File: src/rtl/core/assert_macros.svh
// Assertion helpers shared by the RTL.
`ifndef ASSERT_MACROS_SVH
`define ASSERT_MACROS_SVH

// Property checked on every rising edge, off while reset is asserted.
`define ASSERT_CLK(label, clk, rst_n, prop, msg) \
	label: assert property (@(posedge clk) disable iff (!rst_n) (prop)) else $error(msg);

// Condition that must never be true outside reset.
`define ASSERT_NEVER(label, clk, rst_n, cond, msg) \
	`ASSERT_CLK(label, clk, rst_n, !(cond), msg)

`endif

File: src/rtl/core/cle_pkg.sv
package cle_pkg;

	localparam int CFG_IDX_W = 1;
	localparam logic [CFG_IDX_W-1:0] CFG_INPUT_BUFFERED = 1'd0;
	localparam logic [CFG_IDX_W-1:0] CFG_OUTPUT_COOKED  = 1'd1;

	localparam logic [1:0] REQ_KEY     = 2'd0;
	localparam logic [1:0] REQ_OUTPUT  = 2'd1;
	localparam logic [1:0] REQ_FLUSH   = 2'd2;
	localparam logic [1:0] REQ_RELEASE = 2'd3;

	// most results one request may produce
	localparam int MAX_RESULTS = 34;

	localparam int QDEPTH = 2;

	localparam logic [7:0] CH_BEL    = 8'h07;
	localparam logic [7:0] CH_BS     = 8'h08;
	localparam logic [7:0] CH_LF     = 8'h0A;
	localparam logic [7:0] CH_CR     = 8'h0D;
	localparam logic [7:0] CH_SP     = 8'h20;
	localparam logic [7:0] CH_ZERO   = 8'h30;
	localparam logic [7:0] CH_AT     = 8'h40;
	localparam logic [7:0] CH_BSLASH = 8'h5C;
	localparam logic [7:0] CH_CARET  = 8'h5E;
	localparam logic [7:0] CH_DEL    = 8'h7F;

	typedef enum logic [2:0] {
		OP_RAW_KEY,
		OP_OUT_RAW,
		OP_OUT_COOKED,
		OP_KEY_STORE,
		OP_KEY_RUB,
		OP_KEY_CR,
		OP_FLUSH,
		OP_RELEASE
	} op_t;

	typedef struct packed {
		op_t        op;
		logic [7:0] data;
	} cmd_t;

endpackage

File: src/rtl/core/cle_front.sv
module cle_front
	import cle_pkg::*;
(
	input  logic                 clk,
	input  logic                 arst_n,
	input  logic                 cfg_we,
	input  logic [CFG_IDX_W-1:0] cfg_index,
	input  logic                 cfg_data,
	input  logic                 s_tvalid,
	output logic                 s_tready,
	input  logic [7:0]           s_tdata,
	input  logic [1:0]           s_tuser,
	output logic                 push,
	output cmd_t                 cmd,
	input  logic                 full
);

	logic buffered_q;
	logic cooked_q;
	logic valid_s1;
	cmd_t cmd_s1;
	cmd_t cmd_next;
	logic accept;

	assign s_tready = !valid_s1 || !full;
	assign accept   = s_tvalid && s_tready;
	assign push     = valid_s1 && !full;
	assign cmd      = cmd_s1;

	always_comb begin
		cmd_next.data = s_tdata;
		case (s_tuser)
			REQ_KEY: begin
				if (!buffered_q) begin
					cmd_next.op = OP_RAW_KEY;
				end else if (s_tdata inside {CH_BS, CH_DEL}) begin
					cmd_next.op = OP_KEY_RUB;
				end else if (s_tdata == CH_CR) begin
					cmd_next.op = OP_KEY_CR;
				end else begin
					cmd_next.op = OP_KEY_STORE;
				end
			end
			REQ_OUTPUT: cmd_next.op = cooked_q ? OP_OUT_COOKED : OP_OUT_RAW;
			REQ_FLUSH:  cmd_next.op = OP_FLUSH;
			default:    cmd_next.op = OP_RELEASE;
		endcase
	end

	always_ff @(posedge clk or negedge arst_n) begin
		if (!arst_n) begin
			buffered_q <= 1'b1;
			cooked_q   <= 1'b1;
			valid_s1   <= 1'b0;
		end else begin
			if (cfg_we) begin
				case (cfg_index)
					CFG_INPUT_BUFFERED: buffered_q <= cfg_data;
					CFG_OUTPUT_COOKED:  cooked_q   <= cfg_data;
					default: ;
				endcase
			end
			if (accept) begin
				valid_s1 <= 1'b1;
			end else if (push) begin
				valid_s1 <= 1'b0;
			end
		end
	end

	always_ff @(posedge clk) begin
		if (accept) begin
			cmd_s1 <= cmd_next;
		end
	end

endmodule

File: src/rtl/core/cle_fifo.sv
module cle_fifo
	import cle_pkg::*;
(
	input  logic clk,
	input  logic arst_n,
	input  logic push,
	input  cmd_t din,
	output logic full,
	input  logic pop,
	output cmd_t dout,
	output logic empty
);

	localparam int PW = (QDEPTH > 1) ? $clog2(QDEPTH) : 1;
	localparam int CW = $clog2(QDEPTH + 1);

	cmd_t          mem_q [QDEPTH];
	logic [PW-1:0] wr_ptr_q;
	logic [PW-1:0] rd_ptr_q;
	logic [CW-1:0] cnt_q;

	assign full  = (cnt_q == CW'(QDEPTH));
	assign empty = (cnt_q == '0);
	assign dout  = mem_q[rd_ptr_q];

	always_ff @(posedge clk or negedge arst_n) begin
		if (!arst_n) begin
			wr_ptr_q <= '0;
			rd_ptr_q <= '0;
			cnt_q    <= '0;
		end else begin
			if (push) begin
				wr_ptr_q <= (wr_ptr_q == PW'(QDEPTH - 1)) ? '0 : wr_ptr_q + 1'b1;
			end
			if (pop) begin
				rd_ptr_q <= (rd_ptr_q == PW'(QDEPTH - 1)) ? '0 : rd_ptr_q + 1'b1;
			end
			if (push && !pop) begin
				cnt_q <= cnt_q + 1'b1;
			end else if (pop && !push) begin
				cnt_q <= cnt_q - 1'b1;
			end
		end
	end

	always_ff @(posedge clk) begin
		if (push) begin
			mem_q[wr_ptr_q] <= din;
		end
	end

endmodule

File: src/rtl/core/cle_back.sv
module cle_back
	import cle_pkg::*;
#(
	parameter int LINE_MAX = 32,
	parameter int FW       = $clog2(LINE_MAX + 1)
) (
	input  logic          clk,
	input  logic          arst_n,
	input  logic          empty,
	input  cmd_t          cmd,
	output logic          pop,
	output logic [FW-1:0] fill,
	output logic          m_tvalid,
	input  logic          m_tready,
	output logic [7:0]    m_tdata,
	output logic          m_tuser,
	output logic          m_tlast
);

	localparam int AW = $clog2(LINE_MAX);

	typedef enum logic [2:0] {
		ST_IDLE,
		ST_RUB_RD,
		ST_SEQ,
		ST_DLV_RD,
		ST_DLV_OUT
	} state_t;

	typedef enum logic [1:0] {
		SEQ_PLAIN,
		SEQ_COOKED,
		SEQ_RUB
	} seq_kind_t;

	state_t        state_q;
	seq_kind_t     kind_q;
	logic [7:0]    byte_q;
	logic          dst_q;
	logic [3:0]    idx_q;
	logic [FW-1:0] fill_q;
	logic [FW-1:0] dlv_cnt_q;
	logic [FW-1:0] dlv_idx_q;
	logic          m_tvalid_q;
	logic [7:0]    m_tdata_q;
	logic          m_tuser_q;
	logic          m_tlast_q;

	logic [7:0]    store [LINE_MAX];
	logic [7:0]    rdata_q;
	logic          we;
	logic [AW-1:0] waddr;
	logic [7:0]    wdata;
	logic          re;
	logic [AW-1:0] raddr;

	logic          out_free;
	logic          out_load;
	logic          has_room;
	logic [FW-1:0] fill_dec;
	logic [3:0]    len;
	logic [7:0]    ch;
	logic          seq_end;

	function automatic logic [2:0] cell_width(input logic [7:0] b);
		if (b >= CH_SP && b < CH_DEL) begin
			return 3'd1;
		end else if (b < CH_SP) begin
			return 3'd2;
		end
		return 3'd4;
	endfunction

	function automatic logic [3:0] seq_len(input seq_kind_t k, input logic [7:0] b);
		logic [3:0] w;
		w = {1'b0, cell_width(b)};
		case (k)
			SEQ_COOKED: return w;
			SEQ_RUB:    return 4'((w << 1) + w);
			default:    return 4'd1;
		endcase
	endfunction

	function automatic logic [7:0] seq_char(input seq_kind_t k, input logic [7:0] b,
		input logic [3:0] i);
		logic [3:0] w;
		w = {1'b0, cell_width(b)};
		case (k)
			SEQ_COOKED: begin
				if (b >= CH_SP && b < CH_DEL) begin
					return b;
				end else if (b == CH_LF) begin
					return (i == 4'd0) ? CH_CR : CH_LF;
				end else if (b < CH_SP) begin
					return (i == 4'd0) ? CH_CARET : 8'(CH_AT + b);
				end
				case (i)
					4'd0:    return CH_BSLASH;
					4'd1:    return CH_ZERO + {6'd0, b[7:6]};
					4'd2:    return CH_ZERO + {5'd0, b[5:3]};
					default: return CH_ZERO + {5'd0, b[2:0]};
				endcase
			end
			SEQ_RUB: begin
				if (i < w) begin
					return CH_BS;
				end else if (i < 4'(w << 1)) begin
					return CH_SP;
				end
				return CH_BS;
			end
			default: return b;
		endcase
	endfunction

	function automatic logic [FW-1:0] cap_cnt(input int n, input int lim);
		return FW'((n > lim) ? lim : n);
	endfunction

	assign m_tvalid = m_tvalid_q;
	assign m_tdata  = m_tdata_q;
	assign m_tuser  = m_tuser_q;
	assign m_tlast  = m_tlast_q;
	assign fill     = fill_q;

	assign out_free = !m_tvalid_q || m_tready;
	assign out_load = out_free && (state_q == ST_SEQ || state_q == ST_DLV_OUT);
	assign has_room = (fill_q < FW'(LINE_MAX));
	assign fill_dec = fill_q - 1'b1;
	assign len      = seq_len(kind_q, byte_q);
	assign ch       = seq_char(kind_q, byte_q, idx_q);
	assign seq_end  = (idx_q == len - 1'b1);

	always_comb begin
		pop   = (state_q == ST_IDLE) && !empty;
		we    = pop && (cmd.op == OP_KEY_STORE || cmd.op == OP_KEY_CR) && has_room;
		waddr = fill_q[AW-1:0];
		wdata = (cmd.op == OP_KEY_CR) ? CH_LF : cmd.data;
		re    = 1'b0;
		raddr = dlv_idx_q[AW-1:0];
		if (pop && cmd.op == OP_KEY_RUB && fill_q != '0) begin
			re    = 1'b1;
			raddr = fill_dec[AW-1:0];
		end else if (state_q == ST_DLV_RD) begin
			re = 1'b1;
		end
	end

	always_ff @(posedge clk) begin
		if (we) begin
			store[waddr] <= wdata;
		end
		if (re) begin
			rdata_q <= store[raddr];
		end
	end

	always_ff @(posedge clk or negedge arst_n) begin
		if (!arst_n) begin
			state_q    <= ST_IDLE;
			fill_q     <= '0;
			m_tvalid_q <= 1'b0;
		end else begin
			if (out_load) begin
				m_tvalid_q <= 1'b1;
			end else if (m_tready) begin
				m_tvalid_q <= 1'b0;
			end
			case (state_q)
				ST_IDLE: begin
					if (pop) begin
						idx_q     <= '0;
						dlv_idx_q <= '0;
						dst_q     <= (cmd.op == OP_RAW_KEY);
						case (cmd.op)
							OP_RAW_KEY, OP_OUT_RAW: begin
								kind_q    <= SEQ_PLAIN;
								byte_q    <= cmd.data;
								dlv_cnt_q <= '0;
								state_q   <= ST_SEQ;
							end
							OP_OUT_COOKED: begin
								kind_q    <= SEQ_COOKED;
								byte_q    <= cmd.data;
								dlv_cnt_q <= '0;
								state_q   <= ST_SEQ;
							end
							OP_KEY_STORE: begin
								if (has_room) begin
									fill_q <= fill_q + 1'b1;
									kind_q <= SEQ_COOKED;
									byte_q <= cmd.data;
								end else begin
									kind_q <= SEQ_PLAIN;
									byte_q <= CH_BEL;
								end
								dlv_cnt_q <= '0;
								state_q   <= ST_SEQ;
							end
							OP_KEY_RUB: begin
								dlv_cnt_q <= '0;
								if (fill_q == '0) begin
									kind_q  <= SEQ_PLAIN;
									byte_q  <= CH_BEL;
									state_q <= ST_SEQ;
								end else begin
									fill_q  <= fill_dec;
									kind_q  <= SEQ_RUB;
									state_q <= ST_RUB_RD;
								end
							end
							OP_KEY_CR: begin
								if (has_room) begin
									kind_q    <= SEQ_COOKED;
									byte_q    <= CH_LF;
									dlv_cnt_q <= cap_cnt(int'(fill_q) + 1, MAX_RESULTS - 2);
								end else begin
									kind_q    <= SEQ_PLAIN;
									byte_q    <= CH_BEL;
									dlv_cnt_q <= cap_cnt(int'(fill_q), MAX_RESULTS - 1);
								end
								fill_q  <= '0;
								state_q <= ST_SEQ;
							end
							OP_FLUSH: fill_q <= '0;
							default: begin
								if (fill_q != '0) begin
									dlv_cnt_q <= cap_cnt(int'(fill_q), MAX_RESULTS);
									state_q   <= ST_DLV_RD;
								end
								fill_q <= '0;
							end
						endcase
					end
				end
				ST_RUB_RD: begin
					byte_q  <= rdata_q;
					state_q <= ST_SEQ;
				end
				ST_SEQ: begin
					if (out_free) begin
						m_tdata_q  <= ch;
						m_tuser_q  <= dst_q;
						m_tlast_q  <= seq_end && (dlv_cnt_q == '0);
						if (seq_end) begin
							state_q <= (dlv_cnt_q == '0) ? ST_IDLE : ST_DLV_RD;
						end else begin
							idx_q <= idx_q + 1'b1;
						end
					end
				end
				ST_DLV_RD: state_q <= ST_DLV_OUT;
				ST_DLV_OUT: begin
					if (out_free) begin
						m_tdata_q  <= rdata_q;
						m_tuser_q  <= 1'b1;
						m_tlast_q  <= (dlv_idx_q == dlv_cnt_q - 1'b1);
						if (dlv_idx_q == dlv_cnt_q - 1'b1) begin
							state_q <= ST_IDLE;
						end else begin
							dlv_idx_q <= dlv_idx_q + 1'b1;
							state_q   <= ST_DLV_RD;
						end
					end
				end
				default: state_q <= ST_IDLE;
			endcase
		end
	end

endmodule

File: src/rtl/core/console_line_editor_echo.sv
// Terminal line discipline. Requests enter on the s_ stream (tuser = request kind:
// key, program output, flush, release; tdata = byte) and every emitted byte leaves
// on the m_ stream (tuser = 0 display, 1 line reader; tlast = final byte of the
// request). The front stage classifies a word into a register and parks it in a
// two-entry queue, so input is taken while the back end is still emitting. The
// back end dequeues a command while idle, then sends one byte per cycle while
// m_tready allows (1 to 4 for cooked bytes, 3 to 12 for an erase, the erase after
// a read of the erased byte from the line store); a delivered line reads each
// stored byte from the line store's separate read port before sending it. Flush and
// release of an empty line emit nothing. No clearing pass is needed after reset.
`include "assert_macros.svh"

module console_line_editor_echo
	import cle_pkg::*;
#(
	parameter int LINE_MAX = 32
) (
	input  logic                 clk,
	input  logic                 arst_n,
	input  logic                 cfg_we,
	input  logic [CFG_IDX_W-1:0] cfg_index,
	input  logic                 cfg_data,
	input  logic                 s_tvalid,
	output logic                 s_tready,
	input  logic [7:0]           s_tdata,    // [7:0] data_byte
	input  logic [1:0]           s_tuser,    // [1:0] req_type
	output logic                 m_tvalid,
	input  logic                 m_tready,
	output logic [7:0]           m_tdata,    // [7:0] out_byte
	output logic                 m_tuser,    // [0] destination
	output logic                 m_tlast
);

	localparam int FW = $clog2(LINE_MAX + 1);

	logic          q_push;
	logic          q_full;
	logic          q_pop;
	logic          q_empty;
	cmd_t          q_din;
	cmd_t          q_dout;
	logic [FW-1:0] fill;

	cle_front u_front (
		.clk       (clk),
		.arst_n    (arst_n),
		.cfg_we    (cfg_we),
		.cfg_index (cfg_index),
		.cfg_data  (cfg_data),
		.s_tvalid  (s_tvalid),
		.s_tready  (s_tready),
		.s_tdata   (s_tdata),
		.s_tuser   (s_tuser),
		.push      (q_push),
		.cmd       (q_din),
		.full      (q_full)
	);

	cle_fifo u_fifo (
		.clk    (clk),
		.arst_n (arst_n),
		.push   (q_push),
		.din    (q_din),
		.full   (q_full),
		.pop    (q_pop),
		.dout   (q_dout),
		.empty  (q_empty)
	);

	cle_back #(
		.LINE_MAX (LINE_MAX),
		.FW       (FW)
	) u_back (
		.clk      (clk),
		.arst_n   (arst_n),
		.empty    (q_empty),
		.cmd      (q_dout),
		.pop      (q_pop),
		.fill     (fill),
		.m_tvalid (m_tvalid),
		.m_tready (m_tready),
		.m_tdata  (m_tdata),
		.m_tuser  (m_tuser),
		.m_tlast  (m_tlast)
	);

	`ASSERT_NEVER(a_queue_overflow, clk, arst_n, q_push && q_full, "push into full queue")
	`ASSERT_NEVER(a_queue_underflow, clk, arst_n, q_pop && q_empty, "pop from empty queue")
	`ASSERT_CLK(a_fill_range, clk, arst_n, fill <= FW'(LINE_MAX), "line fill beyond store")

endmodule
File: config.mk
export PLATFORM = sky130hd
export DESIGN_NAME = console_line_editor_echo
export DESIGN_NICKNAME = d
export VERILOG_FILES = /design/src/rtl/core/cle_pkg.sv /design/src/rtl/core/cle_front.sv /design/src/rtl/core/cle_fifo.sv /design/src/rtl/core/cle_back.sv /design/src/rtl/core/console_line_editor_echo.sv
export VERILOG_INCLUDE_DIRS = /design/src /design/src/rtl/core
export SDC_FILE = /design/constraint.sdc
export NUM_CORES = 1
export LEC_CHECK = 0
export BUFFER_PORTS_ARGS = -buffer_cell sky130_fd_sc_hd__buf_2
export CORE_MARGIN = 1.5
export CORE_UTILIZATION = 55
export CTS_CLUSTER_DIAMETER = 80
export DETAILED_ROUTE_END_ITERATION = 8
export PLACE_DENSITY = 0.78
export SYNTH_ARGS = -nofsm -noshare
export SYNTH_HDL_FRONTEND = slang
export SYNTH_SLANG_ARGS = --single-unit
File: constraint.sdc
create_clock -name clk -period 2.8 [get_ports clk]
set_input_delay 0.28 -clock clk [delete_from_list [all_inputs] [get_ports clk]]
set_output_delay 0.28 -clock clk [all_outputs]
set_load 0.02 [all_outputs]
==> results.md <==
- The die covers 29300 sq um.
- Ranked by total cell area, the synthesized netlist is headed by sky130_fd_sc_hd__edfxtp_1, sky130_fd_sc_hd__nand2_1, sky130_fd_sc_hd__dfrtp_1.
- The most frequent standard cell in the layout excluding fill and tap cells is sky130_fd_sc_hd__edfxtp_1.
- Setup violations remaining at the end of the flow were counted as 8.
- The final critical delay including setup and external delays is slightly below 3000 ps.
- VDD sags by at most 0.656 mV.
- The largest buffer count on any clock path is 3.
- The die is 171 um tall.
- The top flip-flop cell by instance count after synthesis is sky130_fd_sc_hd__edfxtp_1.
- The worst setup path is captured at a flop.
- CTS placed an instance of sky130_fd_sc_hd__clkbuf_16 at the clock tree root.
- The congestion estimate from routability-driven global placement came to ~0.89.
- The number of synthesized flops with an enable pin is 334.
- The TritonCTS buffer count is 36.
- The routed via count divided by cell count is around 6.3.
- The count of buffers added on input and output ports is 28.
- The static leakage power is 6.94 nW.
- The flow ran to the end, but the final reports show violations.
- For this design, the slowest cell found on the critical path is sky130_fd_sc_hd__dfrtp_1.
- The final period utilization is 1.06.
- The share of cells above drive strength 1 is 0.235.
- After synthesis the netlist holds a flip-flop and latch count of about 350.
- The DRC violation total after the first TritonRoute iteration is 1366.
- The final count of hold timing violations is 0.
- The remaining global-route overflow is 0.
- The share of synthesized area in the top cell type comes to 0.644.
- The starting density of the core is 0.559.
- The cell count after synthesis is 1248.
- The maximum number of pins on one net before global-route repair is 33.
- In this run the core area contains around 60 standard-cell rows.
- Traced cell by cell, the critical path runs through clkinv_4, ha_4, or3b_4, o22ai_4, inv_4, buf_12, nand2_8, mux2i_4, buf_6, buf_6, a211o_1, nand4_1, o41ai_4, nand3b_1.
- The via count of the first global-routing pass is 11100.
- Detailed placement finished with a half-perimeter wire length of about 26000 um.
- The cell total after placement is 1736.
- The number of remaining DRC errors is 0.
- The maximum level of the CTS H-tree is 2.
- The relative max-transition margin is 0.539.
- The cell area after technology mapping is 15600 sq um.
- In the final timing run, aggregate negative setup slack is -749 ps.
- Pin placement for this block handled 29 I/O pins.
- Setup repair after global routing could not meet its margin everywhere.
- The path type of the worst setup path is reg -> reg.
- The peak fanout along the critical path is 8.
- Wires add up to 42000 um.
- The number of clock sinks seen by CTS is roughly 350.
- Across the run, the number of max-cap violations was 0.
- The number of inserted diodes is 0.
- In the final design database the tool counted around 1500 nets.
- TritonCTS built the clock tree.
- The most frequent cell on the critical path is sky130_fd_sc_hd__buf_6.
- The setup skew after layout is 23.2 ps.
- Of the synthesized area, sequential elements account for 0.671.
- sky130_fd_sc_hd__edfxtp_1 takes more of the synthesized area than any other cell.
- In the global route stage, overall resource usage came out at 0.283.
- The final setup slack of the worst path is -168 ps.
- The tightest min-delay check is of the in -> reg type.
- The average instance area after synthesis is 12.5 sq um.
- The distinct cell type count of the synthesized netlist is 73.
- The family with the most delay on the worst path is simple AND/OR/NAND/NOR gates.
- STA classifies the critical path startpoint as a flop.
- The arrival time at the worst endpoint is 3230 ps.
- The biggest cell delay along the critical path is 410 ps.
- The number of buffer and inverter stages on the critical path is 5.
- The net count after synthesis is around 1300.
- The routed layout has 11500 vias.
- After the flow finishes, the layout carries non-filler instances totaling 1831.
- The number of warning messages in the yosys log is 0.
- The pre-antenna-repair detailed-routing pass consisted of 7 iterations.
- The maximum operating frequency is about 340 MHz.
- Of all flip-flops after synthesis, the portion carrying an async set or reset was 0.0484.
- STA puts the critical path data required time at 3060 ps.
- The max-slew violation total from the final report was 0.
- The number of antenna violations at the first check in global routing came to 0.
- The clock latency reported for the late side of the worst-skew pair is around 530 ps.
- The horizontal die dimension is 171 um.
- The number of routed nets with antenna violations is 0.
- From synthesis to final layout, the design area changed by 22.8%.
- In this run the standard cell core region covers ~28000 sq um.
- The final reports fail on setup timing.
- The filler cell count in the final layout is about 1800.
- In the final routed layout, each cell accounts on average for about 23 um.
- The areal power density over the cells is approximately 860 nW/um^2.
- Clock-pin slew was measured on the worst setup and hold paths at 60 ps.
- The library cells used most frequently in the layout, excluding fill and tap cells, are sky130_fd_sc_hd__edfxtp_1, sky130_fd_sc_hd__nand2_1, sky130_fd_sc_hd__buf_4, sky130_fd_sc_hd__nor2_1, sky130_fd_sc_hd__a21oi_1.
- The transition time at the pin with the least slew margin is 691 ps.
- The first global-routing pass estimated around 62000 um of wire.
==> cell type report <==
class / instances / area [sq um] / area share
clock inverter: 11 / 106 / 0.00556
sequential: 351 / 10500 / 0.546
timing repair buffer: 205 / 1800 / 0.0941
multi-input combinational: 805 / 5190 / 0.271
clock buffer: 53 / 995 / 0.0520
tap: 378 / 473 / 0.0247
inverter: 28 / 113 / 0.00588
==> synth_stat cells, types with 14 or more instances <==
master / count
sky130_fd_sc_hd__nand2_1: 200
sky130_fd_sc_hd__xor2_1: 14
sky130_fd_sc_hd__clkbuf_1: 34
sky130_fd_sc_hd__nor2_1: 92
sky130_fd_sc_hd__nand4_1: 25
sky130_fd_sc_hd__a32oi_1: 14
sky130_fd_sc_hd__and3_1: 39
sky130_fd_sc_hd__ha_1: 20
sky130_fd_sc_hd__nand3b_1: 17
sky130_fd_sc_hd__nor3_1: 24
sky130_fd_sc_hd__a211o_1: 18
sky130_fd_sc_hd__o21ai_0: 34
sky130_fd_sc_hd__edfxtp_1: 334
sky130_fd_sc_hd__inv_1: 25
sky130_fd_sc_hd__a21oi_1: 72
sky130_fd_sc_hd__a31oi_1: 17
sky130_fd_sc_hd__buf_2: 18
sky130_fd_sc_hd__nand3_1: 52
sky130_fd_sc_hd__dfrtp_1: 15
==> metal layers <==
layer | vias to the layer above | GRT usage | wire length, um
met2 | 657 | 0.481 | 20700
li1 | 5060 | - | -
met5 | - | 0 | 0
met4 | 0 | 0.128 | 2040
met1 | 5614 | 0.355 | 15500
met3 | 154 | 0.0492 | 3750
==> worst register-to-register path, cell delays in order, from the launching register on <==
cell,delay (ps)
sky130_fd_sc_hd__dfrtp_1,410
sky130_fd_sc_hd__clkinv_4,70
sky130_fd_sc_hd__ha_4,120
sky130_fd_sc_hd__or3b_4,390
sky130_fd_sc_hd__o22ai_4,170
sky130_fd_sc_hd__inv_4,70
sky130_fd_sc_hd__buf_12,130
sky130_fd_sc_hd__nand2_8,100
sky130_fd_sc_hd__mux2i_4,90
sky130_fd_sc_hd__buf_6,170
sky130_fd_sc_hd__buf_6,120
sky130_fd_sc_hd__a211o_1,250
sky130_fd_sc_hd__nand4_1,250
sky130_fd_sc_hd__o41ai_4,170
sky130_fd_sc_hd__nand3b_1,200
==> where the power goes <==
part	leakage, nW	switching (mW)	total [mW]	internal [mW]
combinational	3.16	3.15	4.77	1.62
clock	0.537	1.92	4.50	2.58
sequential	3.24	0.249	7.17	6.92
total	6.94	5.32	16.4	11.1
==> state kept, by name, indices dropped and copies added (netlist names), 8 cells and up <==
name and count:
u_back.store 256, u_fifo.mem_q 22, u_front.cmd 11, u_back.byte_q 8, u_back.m_tdata 8, u_back.rdata_q 8
==> cell families (layout without fill, tap and decap cells) <==
logic type / after synthesis / count (layout) / synth area share
flip-flops: 351 / 351 / 0.671
adder cells (fa/ha/maj): 20 / 20 / 0.0161
AO/OA/AOI/OAI: 242 / 242 / 0.105
multiplexers: 22 / 23 / 0.0152
AND/OR/NAND/NOR: 493 / 493 / 0.150
XOR/XNOR: 27 / 27 / 0.0152
buffers and inverters: 93 / 297 / 0.0281
==> timing repair <==
item | 4_1_cts | 5_1_grt
pin swaps | 26 | 19
buffers inserted | 11 | 10
setup endpoints to repair | 13 | 242
gates cloned | 2 | 2
resized for setup | 44 | 49
endpoints found under the hold margin | 24 | 0
hold buffers | 10 | 0
==> through the flow <==
step	total power, mW	util	hold WS [ps]	area, sq um	worst slack [ps]
floorplan	9.75	-	-15.6	15700	-4.03
global placement	11.4	0.618	157	17200	-225
detailed placement	11.6	0.618	163	17200	-375
CTS	16.2	0.675	18.1	18800	-131
global route	17.0	0.687	27.2	19100	-248
finish	16.4	0.687	33.0	19100	-168
==> final timing paths <==
path                                      from                  to  slack (ps)  cells after the start
worst max-delay path            u_back.fill[0]   u_back.rdata_q[1]        -170                     14
worst min-delay path                  cfg_data    u_front.cooked_q          30                      2
worst max register to register  u_back.fill[0]   u_back.rdata_q[1]        -170                     14
worst min register to register  u_front.cmd[2]  u_fifo.mem_q[0][2]         440                      0
max in group asynchronous               arst_n  u_front.buffered_q        2050                      3
min in group asynchronous               arst_n   u_back.state_q[1]         180                      2
No activity file was read; power rests on OpenSTA's default activity.
